**config.mk**
```make
export PLATFORM = sky130hd
export DESIGN_NAME = hsl_to_rgb_converter_flat
export DESIGN_NICKNAME = d
export VERILOG_FILES = /design/src/sv/hsl_pkg.sv /design/src/sv/hsl_pixel_if.sv /design/src/sv/rgb_pixel_if.sv /design/src/sv/hsl_chroma_pipe.sv /design/src/sv/hsl_mix_pipe.sv /design/src/sv/hsl_to_rgb_converter.sv /design/src/flat_wrapper.sv
export VERILOG_INCLUDE_DIRS = /design/src /design/src/sv
export SDC_FILE = /design/constraint.sdc
export NUM_CORES = 1
export LEC_CHECK = 0
export ABC_AREA = 0
export BUFFER_PORTS_ARGS = -buffer_cell sky130_fd_sc_hd__buf_2
export CAP_MARGIN = 20
export CELL_PAD_IN_SITES_DETAIL_PLACEMENT = 0
export CELL_PAD_IN_SITES_GLOBAL_PLACEMENT = 1
export CORE_ASPECT_RATIO = 1.75
export CORE_MARGIN = 4
export CORE_UTILIZATION = 50
export DETAILED_ROUTE_END_ITERATION = 6
export GPL_TIMING_DRIVEN = 0
export PLACE_DENSITY_LB_ADDON = 0.1
export SLEW_MARGIN = 20
export SYNTH_ARGS = -nofsm -noshare
export SYNTH_HDL_FRONTEND = slang
export SYNTH_SLANG_ARGS = --single-unit
```
**constraint.sdc**
```tcl
create_clock -name clk -period 5.3 [get_ports clk]
set_input_delay 0 -clock clk [delete_from_list [all_inputs] [get_ports clk]]
set_output_delay 0 -clock clk [all_outputs]
set_load 0.01 [all_outputs]
```
**src/sv/hsl_to_rgb_converter_assert.svh**
```systemverilog
// Assertion macros for the HSL to RGB converter.
`ifndef HSL_TO_RGB_CONVERTER_ASSERT_SVH
`define HSL_TO_RGB_CONVERTER_ASSERT_SVH

// Same-cycle implication, disabled while in reset.
`define HSL_ASSERT_NOW(label, clk, rst_n, cond, expr) \
    label: assert property (@(posedge clk) disable iff (!rst_n) (cond) |-> (expr)) \
        else $error("same-cycle check failed");

// Next-cycle implication, disabled while in reset.
`define HSL_ASSERT_NEXT(label, clk, rst_n, cond, expr) \
    label: assert property (@(posedge clk) disable iff (!rst_n) (cond) |=> (expr)) \
        else $error("next-cycle check failed");

`endif

```
**src/sv/hsl_pkg.sv**
```systemverilog
// Shared types, constants and helpers for the HSL to RGB converter.
package hsl_pkg;

    localparam logic [7:0] FULL_SCALE = 8'd255;
    localparam logic [8:0] HALF_TURN  = 9'd256;

    // Sextant codes: dominant channel first, second-component channel second
    localparam logic [2:0] SEXT_R_G = 3'd0;
    localparam logic [2:0] SEXT_G_R = 3'd1;
    localparam logic [2:0] SEXT_G_B = 3'd2;
    localparam logic [2:0] SEXT_B_G = 3'd3;
    localparam logic [2:0] SEXT_B_R = 3'd4;
    localparam logic [2:0] SEXT_R_B = 3'd5;

    typedef struct packed {
        logic [7:0] chroma;
        logic [7:0] light;
        logic [2:0] sextant;
        logic [8:0] weight;
    } chroma_beat_t;

    function automatic logic [7:0] clamp_channel(input logic signed [9:0] v);
        logic [7:0] r;
        if (v[9])
            r = 8'd0;
        else if (v[8])
            r = FULL_SCALE;
        else
            r = v[7:0];
        return r;
    endfunction

endpackage

```
**src/sv/hsl_pixel_if.sv**
```systemverilog
// Input channel: one HSL pixel per beat.
interface hsl_pixel_if;
    logic        valid;
    logic        ready;
    logic [10:0] hue;
    logic [7:0]  saturation;
    logic [7:0]  lightness;

    modport source (output valid, output hue, output saturation, output lightness,
                    input ready);
    modport sink   (input valid, input hue, input saturation, input lightness,
                    output ready);
endinterface

```
**src/sv/rgb_pixel_if.sv**
```systemverilog
// Output channel: one RGB pixel per beat.
interface rgb_pixel_if;
    logic       valid;
    logic       ready;
    logic [7:0] red;
    logic [7:0] green;
    logic [7:0] blue;

    modport source (output valid, output red, output green, output blue, input ready);
    modport sink   (input valid, input red, input green, input blue, output ready);
endinterface

```
**src/sv/hsl_chroma_pipe.sv**
```systemverilog
// Chroma pipeline: span and hue weight, span x saturation, divide by 255 in two steps.
module hsl_chroma_pipe (
    input  logic                  clk,
    input  logic                  rst_n,
    hsl_pixel_if.sink             pixel,
    output hsl_pkg::chroma_beat_t mid,
    output logic                  mid_valid,
    input  logic                  mid_ready
);

    logic s1_valid_reg, s2_valid_reg, s3_valid_reg, s4_valid_reg;
    logic en1, en2, en3, en4;

    // stage 1 payload
    logic [7:0] s1_span_reg, s1_sat_reg, s1_light_reg;
    logic [2:0] s1_sext_reg;
    logic [8:0] s1_weight_reg;
    // stage 2 payload
    logic [15:0] s2_prod_reg;
    logic [7:0]  s2_light_reg;
    logic [2:0]  s2_sext_reg;
    logic [8:0]  s2_weight_reg;
    // stage 3 payload
    logic [15:0] s3_prod_reg;
    logic [8:0]  s3_quot_reg;
    logic [7:0]  s3_light_reg;
    logic [2:0]  s3_sext_reg;
    logic [8:0]  s3_weight_reg;
    // stage 4 payload
    hsl_pkg::chroma_beat_t s4_beat_reg;

    logic signed [9:0] dist_raw, phase_raw;
    logic [7:0]  dist_abs;
    logic [8:0]  phase_abs;
    logic [7:0]  span_next;
    logic [8:0]  weight_next;
    logic [15:0] prod_next;
    logic [16:0] quot_sum;
    logic [8:0]  quot_next;
    logic [16:0] quot_x255;
    logic [16:0] rem;
    logic [8:0]  chroma_wide;
    hsl_pkg::chroma_beat_t beat_next;

    assign en4 = !s4_valid_reg || mid_ready;
    assign en3 = !s3_valid_reg || en4;
    assign en2 = !s2_valid_reg || en3;
    assign en1 = !s1_valid_reg || en2;
    assign pixel.ready = en1;

    // stage 1: |2l-255| and |(h mod 512)-256|
    always_comb
    begin
        dist_raw    = $signed({1'b0, pixel.lightness, 1'b0}) - $signed(10'd255);
        dist_abs    = dist_raw[9] ? 8'(-dist_raw) : dist_raw[7:0];
        span_next   = hsl_pkg::FULL_SCALE - dist_abs;
        phase_raw   = $signed({1'b0, pixel.hue[8:0]}) - $signed({1'b0, hsl_pkg::HALF_TURN});
        phase_abs   = phase_raw[9] ? 9'(-phase_raw) : phase_raw[8:0];
        weight_next = hsl_pkg::HALF_TURN - phase_abs;
    end

    // stage 2: span x saturation
    assign prod_next = s1_span_reg * s1_sat_reg;

    // stage 3: quotient estimate, low by at most one
    assign quot_sum  = {1'b0, s2_prod_reg} + {9'd0, s2_prod_reg[15:8]};
    assign quot_next = quot_sum[16:8];

    // stage 4: remainder correction
    always_comb
    begin
        quot_x255   = {s3_quot_reg, 8'd0} - {8'd0, s3_quot_reg};
        rem         = {1'b0, s3_prod_reg} - quot_x255;
        chroma_wide = (rem >= 17'd255) ? s3_quot_reg + 9'd1 : s3_quot_reg;
        beat_next.chroma  = chroma_wide[7:0];
        beat_next.light   = s3_light_reg;
        beat_next.sextant = s3_sext_reg;
        beat_next.weight  = s3_weight_reg;
    end

    always_ff @(posedge clk or negedge rst_n)
    begin
        if (!rst_n)
        begin
            s1_valid_reg <= 1'b0;
            s2_valid_reg <= 1'b0;
            s3_valid_reg <= 1'b0;
            s4_valid_reg <= 1'b0;
        end
        else
        begin
            if (en1) s1_valid_reg <= pixel.valid;
            if (en2) s2_valid_reg <= s1_valid_reg;
            if (en3) s3_valid_reg <= s2_valid_reg;
            if (en4) s4_valid_reg <= s3_valid_reg;
        end
    end

    always_ff @(posedge clk)
    begin
        if (en1)
        begin
            s1_span_reg   <= span_next;
            s1_sat_reg    <= pixel.saturation;
            s1_light_reg  <= pixel.lightness;
            s1_sext_reg   <= pixel.hue[10:8];
            s1_weight_reg <= weight_next;
        end
        if (en2)
        begin
            s2_prod_reg   <= prod_next;
            s2_light_reg  <= s1_light_reg;
            s2_sext_reg   <= s1_sext_reg;
            s2_weight_reg <= s1_weight_reg;
        end
        if (en3)
        begin
            s3_prod_reg   <= s2_prod_reg;
            s3_quot_reg   <= quot_next;
            s3_light_reg  <= s2_light_reg;
            s3_sext_reg   <= s2_sext_reg;
            s3_weight_reg <= s2_weight_reg;
        end
        if (en4)
            s4_beat_reg <= beat_next;
    end

    assign mid       = s4_beat_reg;
    assign mid_valid = s4_valid_reg;

endmodule

```
**src/sv/hsl_mix_pipe.sv**
```systemverilog
// Mix pipeline: second component and offset, then sextant ordering and clamping.
module hsl_mix_pipe (
    input  logic                  clk,
    input  logic                  rst_n,
    input  hsl_pkg::chroma_beat_t mid,
    input  logic                  mid_valid,
    output logic                  mid_ready,
    rgb_pixel_if.source           rgb
);

    logic s5_valid_reg, s6_valid_reg;
    logic en5, en6;

    logic [7:0]        s5_chroma_reg, s5_second_reg;
    logic signed [9:0] s5_offset_reg;
    logic [2:0]        s5_sext_reg;
    logic [7:0]        s6_red_reg, s6_green_reg, s6_blue_reg;

    logic [16:0]       second_prod;
    logic signed [9:0] offset_next;
    logic [7:0]        rc, gc, bc;
    logic [7:0]        red_next, green_next, blue_next;

    assign en6       = !s6_valid_reg || rgb.ready;
    assign en5       = !s5_valid_reg || en6;
    assign mid_ready = en5;

    assign second_prod = mid.chroma * mid.weight;
    assign offset_next = $signed({2'b00, mid.light}) - $signed({3'b000, mid.chroma[7:1]});

    always_comb
    begin
        rc = 8'd0;
        gc = 8'd0;
        bc = 8'd0;
        case (s5_sext_reg)
            hsl_pkg::SEXT_R_G: begin rc = s5_chroma_reg; gc = s5_second_reg; end
            hsl_pkg::SEXT_G_R: begin rc = s5_second_reg; gc = s5_chroma_reg; end
            hsl_pkg::SEXT_G_B: begin gc = s5_chroma_reg; bc = s5_second_reg; end
            hsl_pkg::SEXT_B_G: begin gc = s5_second_reg; bc = s5_chroma_reg; end
            hsl_pkg::SEXT_B_R: begin rc = s5_second_reg; bc = s5_chroma_reg; end
            hsl_pkg::SEXT_R_B: begin rc = s5_chroma_reg; bc = s5_second_reg; end
            default:           begin rc = 8'd0; gc = 8'd0; bc = 8'd0; end
        endcase
        red_next   = hsl_pkg::clamp_channel($signed({2'b00, rc}) + s5_offset_reg);
        green_next = hsl_pkg::clamp_channel($signed({2'b00, gc}) + s5_offset_reg);
        blue_next  = hsl_pkg::clamp_channel($signed({2'b00, bc}) + s5_offset_reg);
    end

    always_ff @(posedge clk or negedge rst_n)
    begin
        if (!rst_n)
        begin
            s5_valid_reg <= 1'b0;
            s6_valid_reg <= 1'b0;
        end
        else
        begin
            if (en5) s5_valid_reg <= mid_valid;
            if (en6) s6_valid_reg <= s5_valid_reg;
        end
    end

    always_ff @(posedge clk)
    begin
        if (en5)
        begin
            s5_chroma_reg <= mid.chroma;
            s5_second_reg <= second_prod[15:8];
            s5_offset_reg <= offset_next;
            s5_sext_reg   <= mid.sextant;
        end
        if (en6)
        begin
            s6_red_reg   <= red_next;
            s6_green_reg <= green_next;
            s6_blue_reg  <= blue_next;
        end
    end

    assign rgb.valid = s6_valid_reg;
    assign rgb.red   = s6_red_reg;
    assign rgb.green = s6_green_reg;
    assign rgb.blue  = s6_blue_reg;

endmodule

```
**src/sv/hsl_to_rgb_converter.sv**
```systemverilog
// HSL to RGB converter: top level.
//
// pixel (sink): hue (sextant in bits 10..8, fraction in 7..0), saturation and
//   lightness as value/255. A beat moves when valid and ready are both high.
// rgb (source): red, green, blue, 8 bits each, one beat per pixel beat, in order.
// Six register stages: |2l-255| and hue weight, span x saturation, quotient
//   estimate, remainder correction, second component and offset, ordering and
//   clamp.
// Throughput is one pixel per cycle unless rgb stalls; every stage is fully
//   pipelined and the 8x8 and 8x9 multipliers each sit in their own stage.
// Hue in sextants 6 and 7 gives a grey of lightness minus half the chroma.
// Reset clears all stage valid bits; no output beat is pending afterwards.
// When the receiver stalls, the pipeline keeps filling its empty stages and
//   pixel.ready drops only once every stage holds a beat.
module hsl_to_rgb_converter (
    input  logic        clk,
    input  logic        rst_n,
    hsl_pixel_if.sink   pixel,
    rgb_pixel_if.source rgb
);

`include "hsl_to_rgb_converter_assert.svh"

    hsl_pkg::chroma_beat_t mid;
    logic                  mid_valid;
    logic                  mid_ready;

    hsl_chroma_pipe u_chroma (
        .clk       (clk),
        .rst_n     (rst_n),
        .pixel     (pixel),
        .mid       (mid),
        .mid_valid (mid_valid),
        .mid_ready (mid_ready)
    );

    hsl_mix_pipe u_mix (
        .clk       (clk),
        .rst_n     (rst_n),
        .mid       (mid),
        .mid_valid (mid_valid),
        .mid_ready (mid_ready),
        .rgb       (rgb)
    );

    `HSL_ASSERT_NOW(a_stall_only_when_full, clk, rst_n, !pixel.ready, rgb.valid)
    `HSL_ASSERT_NEXT(a_mid_beat_held, clk, rst_n, mid_valid && !mid_ready, mid_valid)
    `HSL_ASSERT_NOW(a_chroma_range, clk, rst_n, mid_valid, mid.chroma <= 8'd254)

endmodule
```
**src/flat_wrapper.sv**
```systemverilog
// flat-port wrapper written by rule: the top's interface ports become plain ports
module hsl_to_rgb_converter_flat 
  (clk, rst_n, pixel_valid, pixel_hue, pixel_saturation, pixel_lightness, pixel_ready, rgb_valid, rgb_red, rgb_green, rgb_blue, rgb_ready);
  hsl_pixel_if pixel_i ();
  rgb_pixel_if rgb_i ();
  input  logic clk;
  input  logic rst_n;
  input wire logic [$bits(pixel_i.valid)-1:0] pixel_valid;
  input wire logic [$bits(pixel_i.hue)-1:0] pixel_hue;
  input wire logic [$bits(pixel_i.saturation)-1:0] pixel_saturation;
  input wire logic [$bits(pixel_i.lightness)-1:0] pixel_lightness;
  output wire logic [$bits(pixel_i.ready)-1:0] pixel_ready;
  output wire logic [$bits(rgb_i.valid)-1:0] rgb_valid;
  output wire logic [$bits(rgb_i.red)-1:0] rgb_red;
  output wire logic [$bits(rgb_i.green)-1:0] rgb_green;
  output wire logic [$bits(rgb_i.blue)-1:0] rgb_blue;
  input wire logic [$bits(rgb_i.ready)-1:0] rgb_ready;
  assign pixel_i.valid = pixel_valid;
  assign pixel_i.hue = pixel_hue;
  assign pixel_i.saturation = pixel_saturation;
  assign pixel_i.lightness = pixel_lightness;
  assign pixel_ready = pixel_i.ready;
  assign rgb_valid = rgb_i.valid;
  assign rgb_red = rgb_i.red;
  assign rgb_green = rgb_i.green;
  assign rgb_blue = rgb_i.blue;
  assign rgb_i.ready = rgb_ready;
  hsl_to_rgb_converter u_core (.clk(clk), .rst_n(rst_n), .pixel(pixel_i), .rgb(rgb_i));
endmodule
```
==> results of run 1 <==
==> worst reg2reg max path: stages (launching register included) <==
cell	delay, ns
edfxtp_1	0.59
and2_1	0.27
fa_1	0.49
fa_1	0.54
fa_1	0.55
inv_1	0.05
fa_1	0.53
inv_1	0.04
ha_1	0.33
and3_1	0.18
a21oi_1	0.13
o21ai_1	0.14
o41a_1	0.39
a311o_1	0.36
a21oi_1	0.18
xnor2_1	0.08
==> synth_stat cells (2+ instances only) <==
master       n
nor3b_1      2
fa_1        76
nand2_1     98
and3_1       6
a311oi_1     6
ha_1       135
o22ai_1      8
o21ai_1      2
nor3_1      16
edfxtp_1   194
buf_1        2
a31oi_1      6
nand3b_1     4
nand3_1     11
a21oi_1     40
nand2b_1    16
o311a_1      4
a21o_1      16
o21ai_0     30
a21boi_0     7
o21a_1      33
nor2_1      41
xor2_1      32
and3_2       2
a31o_2       2
o2111ai_1    2
o211ai_1     2
or3_1        5
xnor2_1     52
nor2b_1     15
and2_1      92
a211o_1      2
dfrtp_1      6
mux2i_1     20
a21oi_2      2
clkbuf_1    12
inv_1      175
nand4_1      3
or2_2        3
==> per-stage QoR <==
stage / worst slack [ns] / cell area, um2
2_1_floorplan: 0.574 / 13800
3_3_place_gp: 0.156 / 14500
3_5_place_dp: 0.0373 / 14600
4_1_cts: 0.0286 / 15500
5_1_grt: 0.0203 / 15500
6_report: 0.205 / 15500
==> repair_timing <==
action                                 CTS  global route
resized for setup                        0             0
setup endpoints to repair                0             3
setup buffers                            0             1
hold buffers                            28             0
endpoints found under the hold margin   41             0
==> layer usage <==
layer | routed length, um | vias to the layer above
met5 | 0 | -
met4 | 621 | 0
met3 | 456 | 41
met2 | 15800 | 97
met1 | 9540 | 4241
li1 | - | 4351
==> final timing paths <==
check | from | to | slack [ns] | cells past startpoint
hold / removal | pixel_hue[6] | u_core.u_chroma.s1_weight_reg[6] | 0.05 | 3
setup / recovery | u_core.u_chroma.mid[25] | u_core.u_mix.s5_second_reg[7] | 0.21 | 15
setup reg to reg | u_core.u_chroma.mid[25] | u_core.u_mix.s5_second_reg[7] | 0.21 | 15
hold reg to reg | u_core.u_chroma.mid[11] | u_core.u_mix.s5_sext_reg[2] | 0.41 | 0
min in group asynchronous | rst_n | u_core.u_mix.rgb.valid | 0.48 | 3
max in group asynchronous | rst_n | u_core.u_chroma.s1_valid_reg | 4.59 | 3
==> cells in the final DEF (no fill, tap or decap), types with 6 or more instances in the layout <==
master,n
clkbuf_1,9
edfxtp_1,194
buf_2,55
and2_1,92
xor2_1,32
o21a_1,33
nand2_1,96
a21oi_1,40
xnor2_1,52
fa_1,76
nor2_1,41
dfrtp_1,6
ha_1,135
clkbuf_16,17
nor2b_1,15
nand2b_1,16
and3_1,6
o22ai_1,8
nor3_1,16
o21ai_0,30
a311oi_1,6
a31oi_1,6
clkinv_8,6
mux2i_1,20
inv_1,174
a21boi_0,7
a21o_1,16
dlygate4sd3_1,28
nand3_1,9
==> cell type report <==
| type | count | share of cell area, % |
|---|---|---|
| buffer | 11 | 0.266 |
| clock buffer | 18 | 2.83 |
| clock inverter | 14 | 1.11 |
| inverter | 175 | 4.24 |
| multi-input combinational | 821 | 46.0 |
| sequential | 200 | 38.6 |
| tap | 369 | 2.98 |
| timing repair buffer | 86 | 3.97 |
==> kinds of logic after synthesis <==
logic type               after synthesis
flip-flops                           200
adder cells (fa/ha/maj)              211
multiplexers                          22
AO/OA/AOI/OAI                        181
AND/OR/NAND/NOR                      322
buffers and inverters                189
XOR/XNOR                              85
==> impl_metrics.csv, run 1 <==
group,metric,value,unit
status,outcome,"finished clean",
clocking,cts_root_buf,"clkbuf_16",
clocking,worstSkewPairLatency,0.45,ns
clocking,h-tree-depth,4,
die,die_w,134,um
global_route,grt_max_degree,40,
logic_synthesis,synth-edff-count,194,
logic_synthesis,synth.distinct_cells,69,
global_route,grt.busiest_layer,"met2",
logic_synthesis,synth.yosys.seq_area_share,43.3,%
detailed_routing,drtAntennaViolNets,0,
detailed_routing,viasPerCell,5.15,
cells_and_area,final_nets,1554,
detailed_routing,num_vias,8730,
global_route,antenna_found_initial,0,
logic_synthesis,synth_top_family_by_area,"adder cells",
cells_and_area,drive_above_1_share,8.83,%
logic_synthesis,synthSimpleGateAreaFrac,12.2,%
logic_synthesis,synth_seq_cells,200,
cells_and_area,largest_reg_flops,28,
sta,hold_slack,0.0522,ns
global_route,met3_usage,2.43,%
place,hpwl,21.4,mm
place,gp_congestion,0.824,
die,rows,80,
global_route,grt_pass1_wl,43.5,mm
place,dp.cells,1636,
die,dieArea,30400,um2
sta,hold_viol,0,
cells_and_area,fill_cells,2404,
logic_synthesis,synthMuxAreaShare,1.64,%
clocking,cts_sinks,200,
place,port-buffer-count,55,
die,core,27200,um2
logic_synthesis,synth_area_leaders,"edfxtp_1 (42%), ha_1 (12%), fa_1 (11%)",
sta,worst_slew_pin_slew,0.986,ns
logic_synthesis,synth_nets,1452,
global_route,gr-total-overflow,0,
setup_path,cp_num_buf_inv,2,
setup_path,arrival,5.29,ns
flow_run,max-cap-violations,0,
logic_synthesis,synthXorXnorAreaFrac,5.45,%
logic_synthesis,async_flop_share,3.00,%
clocking,clkSlewWorstSetupHoldPaths,0.08,ns
sta,min_period_over_period,96.1,%
cells_and_area,regArea,5980,um2
logic_synthesis,synth_fa_ha_area_share,23.3,%
detailed_routing,drt_iter0_drc,331,
detailed_routing,drcViolationCount,0,
sta,slew_headroom,34.2,%
setup_path,cpPeakStageDelay,0.59,ns
setup_path,crit_path_max_fanout,11,
clocking,cts_tree,"yes",
setup_path,start_kind,"register",
logic_synthesis,synth_flop_cell,"edfxtp_1",
logic_synthesis,yosysWarnings,0,
setup_path,endpoint_kind,"register",
detailed_routing,avgRoutedWirePerCell,15.6,um
setup_path,worst_path_most_repeated_cell,"fa_1",
setup_path,crit_chain,"and2_1, fa_1, fa_1, fa_1, inv_1, fa_1, inv_1, ha_1, and3_1, a21oi_1, o21ai_1, o41a_1, a311o_1, a21oi_1, xnor2_1",
sta,fin_tns_setup,0,ns
cells_and_area,multi_input_area,7130,um2
global_route,grt_pass1_vias,8817,
global_route,grtUsageMet1,18.4,%
logic_synthesis,synth_compound_area_share,9.00,%
sta,finalSetupViolCount,0,
setup_path,path_class,"register to register",
logic_synthesis,syn_inst,1210,
global_route,grt_util_all_layers,18.0,%
logic_synthesis,synth_top_area_share,42.2,%
cells_and_area,fin_cells,1694,
sta,period_needed,5.09,ns
logic_synthesis,syn_area,13800,um2
detailed_routing,wl,26.5,mm
die,ioPinCount,57,
setup_path,crit_family,"adder cells",
clocking,cts_buffers,17,
sta,fmax,0.196,GHz
hold_path,holdCritPathClass,"primary input to register",
sta,drv_slew,0,
cells_and_area,final_core_util,56.9,%
logic_synthesis,yosysTopAreaCell,"edfxtp_1",
sta,fin_worst_skew,0.0106,ns
detailed_routing,firstDrtPassIters,6,
die,initial_utilization,50.7,%
setup_path,cpMaxStageDelayCell,"edfxtp_1",
clocking,clk_path_buf_depth,2,
global_route,grtUsageMet2,36.5,%
sta,rsz0062_at_grt,"no",
logic_synthesis,syn_area_per_cell,11.4,um2
setup_path,cp_data_required_time,5.50,ns
cells_and_area,layout-area-overhead-vs-synth,12.3,%
die,fp.dieH,228,um
cells_and_area,diodes,0,
Power of run 1 is left out: the tool's default activity adds up to more than one toggle a clock period on the data nets, which glitch-free logic cannot reach.
==> run 2: changes to the inputs <==
--- a/config.mk
+++ b/config.mk
@@ -6,17 +6,17 @@
 export SDC_FILE = /design/constraint.sdc
 export NUM_CORES = 1
 export LEC_CHECK = 0
-export ABC_AREA = 0
+export ABC_AREA = 1
 export BUFFER_PORTS_ARGS = -buffer_cell sky130_fd_sc_hd__buf_2
 export CAP_MARGIN = 20
 export CELL_PAD_IN_SITES_DETAIL_PLACEMENT = 0
 export CELL_PAD_IN_SITES_GLOBAL_PLACEMENT = 1
 export CORE_ASPECT_RATIO = 1.75
 export CORE_MARGIN = 4
-export CORE_UTILIZATION = 50
+export CORE_UTILIZATION = 45
 export DETAILED_ROUTE_END_ITERATION = 6
 export GPL_TIMING_DRIVEN = 0
-export PLACE_DENSITY_LB_ADDON = 0.1
+export PLACE_DENSITY = 0.86
 export SLEW_MARGIN = 20
 export SYNTH_ARGS = -nofsm -noshare
 export SYNTH_HDL_FRONTEND = slang
==> constraint.sdc (replaced) <==
create_clock -name clk -period 4.5 [get_ports clk]
set_input_delay 0 -clock clk [delete_from_list [all_inputs] [get_ports clk]]
set_output_delay 0 -clock clk [all_outputs]
set_load 0.01 [all_outputs]
==> impl_metrics.csv, run 2 <==
group,metric,value,unit
logic_synthesis,synth_top_area_share,40.6,%
setup_path,cp_data_required_time,4.70,ns
clocking,cts_tree,"yes",
global_route,grt_pass1_wl,47.3,mm
logic_synthesis,synth_flop_cell,"edfxtp_1",
sta,hold_slack,0.0159,ns
sta,finalSetupViolCount,0,
logic_synthesis,synth.yosys.seq_area_share,41.7,%
cells_and_area,fill_cells,2837,
global_route,grt_pass1_vias,10548,
setup_path,cpPeakStageDelay,0.55,ns
global_route,antenna_found_initial,0,
clocking,cts_root_buf,"clkbuf_16",
clocking,clk_path_buf_depth,2,
setup_path,start_kind,"register",
place,gp_congestion,0.943,
logic_synthesis,synth.distinct_cells,40,
detailed_routing,drcViolationCount,0,
global_route,grt_util_all_layers,16.8,%
die,core,31500,um2
detailed_routing,topRoutingLayerUsed,"met4",
setup_path,cpMaxStageDelayCell,"edfxtp_1",
detailed_routing,wl_met1,10.2,mm
die,die_w,143,um
die,fp.dieH,244,um
clocking,cts_sinks,200,
global_route,gr-total-overflow,0,
logic_synthesis,syn_area_per_cell,9.23,um2
detailed_routing,avgRoutedWirePerCell,13.4,um
clocking,worstSkewPairLatency,0.45,ns
die,initial_utilization,45.5,%
setup_path,crit_family,"adder cells",
logic_synthesis,async_flop_share,3.00,%
detailed_routing,met3_length,821,um
logic_synthesis,synth_seq_cells,200,
logic_synthesis,yosys-top-cells-count,"inv_1 (397), nand2_1 (328), edfxtp_1 (194)",
clocking,clkSlewWorstSetupHoldPaths,0.08,ns
logic_synthesis,syn_inst,1554,
detailed_routing,drtAntennaViolNets,0,
detailed_routing,firstDrtPassIters,5,
cells_and_area,diodes,0,
die,ioPinCount,57,
setup_path,cp_num_buf_inv,3,
die,rows,86,
sta,min_period_over_period,96.8,%
setup_path,r2r_slack,0.14,ns
cells_and_area,largest_reg_flops,28,
die,dieArea,34900,um2
sta,hold_viol,0,
cells_and_area,layout-area-overhead-vs-synth,13.6,%
place,port-buffer-count,56,
flow_run,max-cap-violations,0,
sta,fmax,0.230,GHz
sta,period_needed,4.36,ns
logic_synthesis,yosysWarnings,0,
detailed_routing,num_vias,10143,
cells_and_area,final_core_util,51.7,%
detailed_routing,viasPerCell,4.86,
logic_synthesis,yosysMostFrequentCell,"inv_1",
place,hpwl,21.7,mm
cells_and_area,drive_above_1_share,10.2,%
detailed_routing,drt_iter0_drc,358,
setup_path,arrival,4.56,ns
logic_synthesis,yosysTopAreaCell,"edfxtp_1",
setup_path,endpoint_kind,"register",
setup_path,path_class,"register to register",
logic_synthesis,synth-edff-count,194,
sta,worst_slew_pin_slew,0.933,ns
setup_path,crit_chain,"nand2_1, inv_1, fa_1, inv_1, fa_1, fa_1, inv_1, fa_1, ha_2, a21oi_1, o21ai_1, a221oi_2, nand2_1, nand2_1, nand2_1",
status,outcome,"finished clean",
cells_and_area,final_common_cell,"inv_1",
logic_synthesis,synth_nets,1796,
clocking,h-tree-depth,4,
setup_path,crit_path_max_fanout,7,
logic_synthesis,syn_area,14300,um2
detailed_routing,wl_met2,15.7,mm
sta,slew_headroom,37.4,%
cells_and_area,final_nets,1919,
hold_path,holdCritPathClass,"primary input to register",
detailed_routing,wl,27.9,mm
cells_and_area,layout.cells.most_common_list,"inv_1 (392), nand2_1 (327), edfxtp_1 (194)",
place,dp.cells,2007,
clocking,cts_buffers,17,
global_route,grt_max_degree,36,
sta,drv_slew,0,
logic_synthesis,synth_area_leaders,"edfxtp_1 (41%), ha_1 (12%), fa_1 (11%)",
cells_and_area,fin_cells,2086,
sta,fin_worst_skew,0.0114,ns
run 2: cell types whose count changed after synthesis, moves of 14 or more:
| cell | change |
|---|---|
| nand2_1 | +230 |
| inv_1 | +222 |
| and2_1 | -90 |
| nand3_1 | +48 |
| o21a_1 | -32 |
| xnor2_1 | -31 |
| a21oi_1 | +23 |
| xor2_1 | +21 |
| mux2i_1 | -20 |
| nand2b_1 | -16 |
| nor2_1 | +16 |
| o22ai_1 | +16 |
| nor2b_1 | -15 |
| a21o_1 | -14 |
run 2: worst paths after layout:
kind / start / to / depth (start not counted)
worst min-delay path: pixel_hue[5] / u_core.u_chroma.s1_weight_reg[5] / 3
worst max-delay path: u_core.u_chroma.mid[24] / u_core.u_mix.s5_second_reg[7] / 15
worst min register to register: u_core.u_chroma.s3_weight_reg[7] / u_core.u_chroma.mid[7] / 0
worst max register to register: u_core.u_chroma.mid[24] / u_core.u_mix.s5_second_reg[7] / 15
min in group asynchronous: rst_n / u_core.u_mix.rgb.valid / 3
max in group asynchronous: rst_n / u_core.u_chroma.mid_valid / 3
run 2: area by class of cell:
type	count	area [um2]	area share, %
repair inverters	5	25.0	0.154
clock inverters	15	176	1.08
clock buffers	17	425	2.61
inverters	400	1520	9.31
well taps	396	495	3.04
plain buffers	3	12.5	0.0768
flip-flops and latches	200	5980	36.7
multi-input cells	931	6830	41.9
repair buffers	119	837	5.14
run 2: timing repair:
action / in CTS / in global routing
cloned: 5 / 0
setup endpoints to repair: 78 / 8
pin swaps: 0 / 0
hold buffers: 24 / 0
buffers inserted: 11 / 27
gates resized for setup: 8 / 11
hold endpoints to repair: 36 / 0
run 2: cell families (layout without fill, tap and decap cells):
kind of cell               Yosys count  count (layout)  share of synthesized area (%)
adders and majority gates          211             211                           22.4
DFF                                200             200                           41.7
and+or+nand+nor                    498             498                           14.7
xor gates and xnor gates            74              74                           4.52
AOI/OAI and AO/OA                  148             148                           5.62
buffers and inverters              423             559                           11.1
run 2: metal layers:
metal / track usage (%) / vias up
met5: 0 / -
met4: 8.70 / 0
met3: 2.60 / 85
met2: 32.5 / 201
met1: 16.8 / 4695
li1: - / 5162
run 2: worst min-delay path: stages:
cell    delay [ns]
buf_2         0.09
xor2_1        0.09
xor2_1        0.15
run 2: per-stage QoR:
step / setup slack [ns] / setup TNS [ns] / cell area, um2
3_5_place_dp: -0.508 / -33.64 / 15200
2_1_floorplan: 0.0177 / 0 / 14300
6_report: 0.145 / 0 / 16300
4_1_cts: 0.00820 / 0 / 16100
5_1_grt: -0.0312 / -0.0567 / 16300
3_3_place_gp: -0.864 / -54.91 / 15100
Power of run 2 is left out for the same reason.
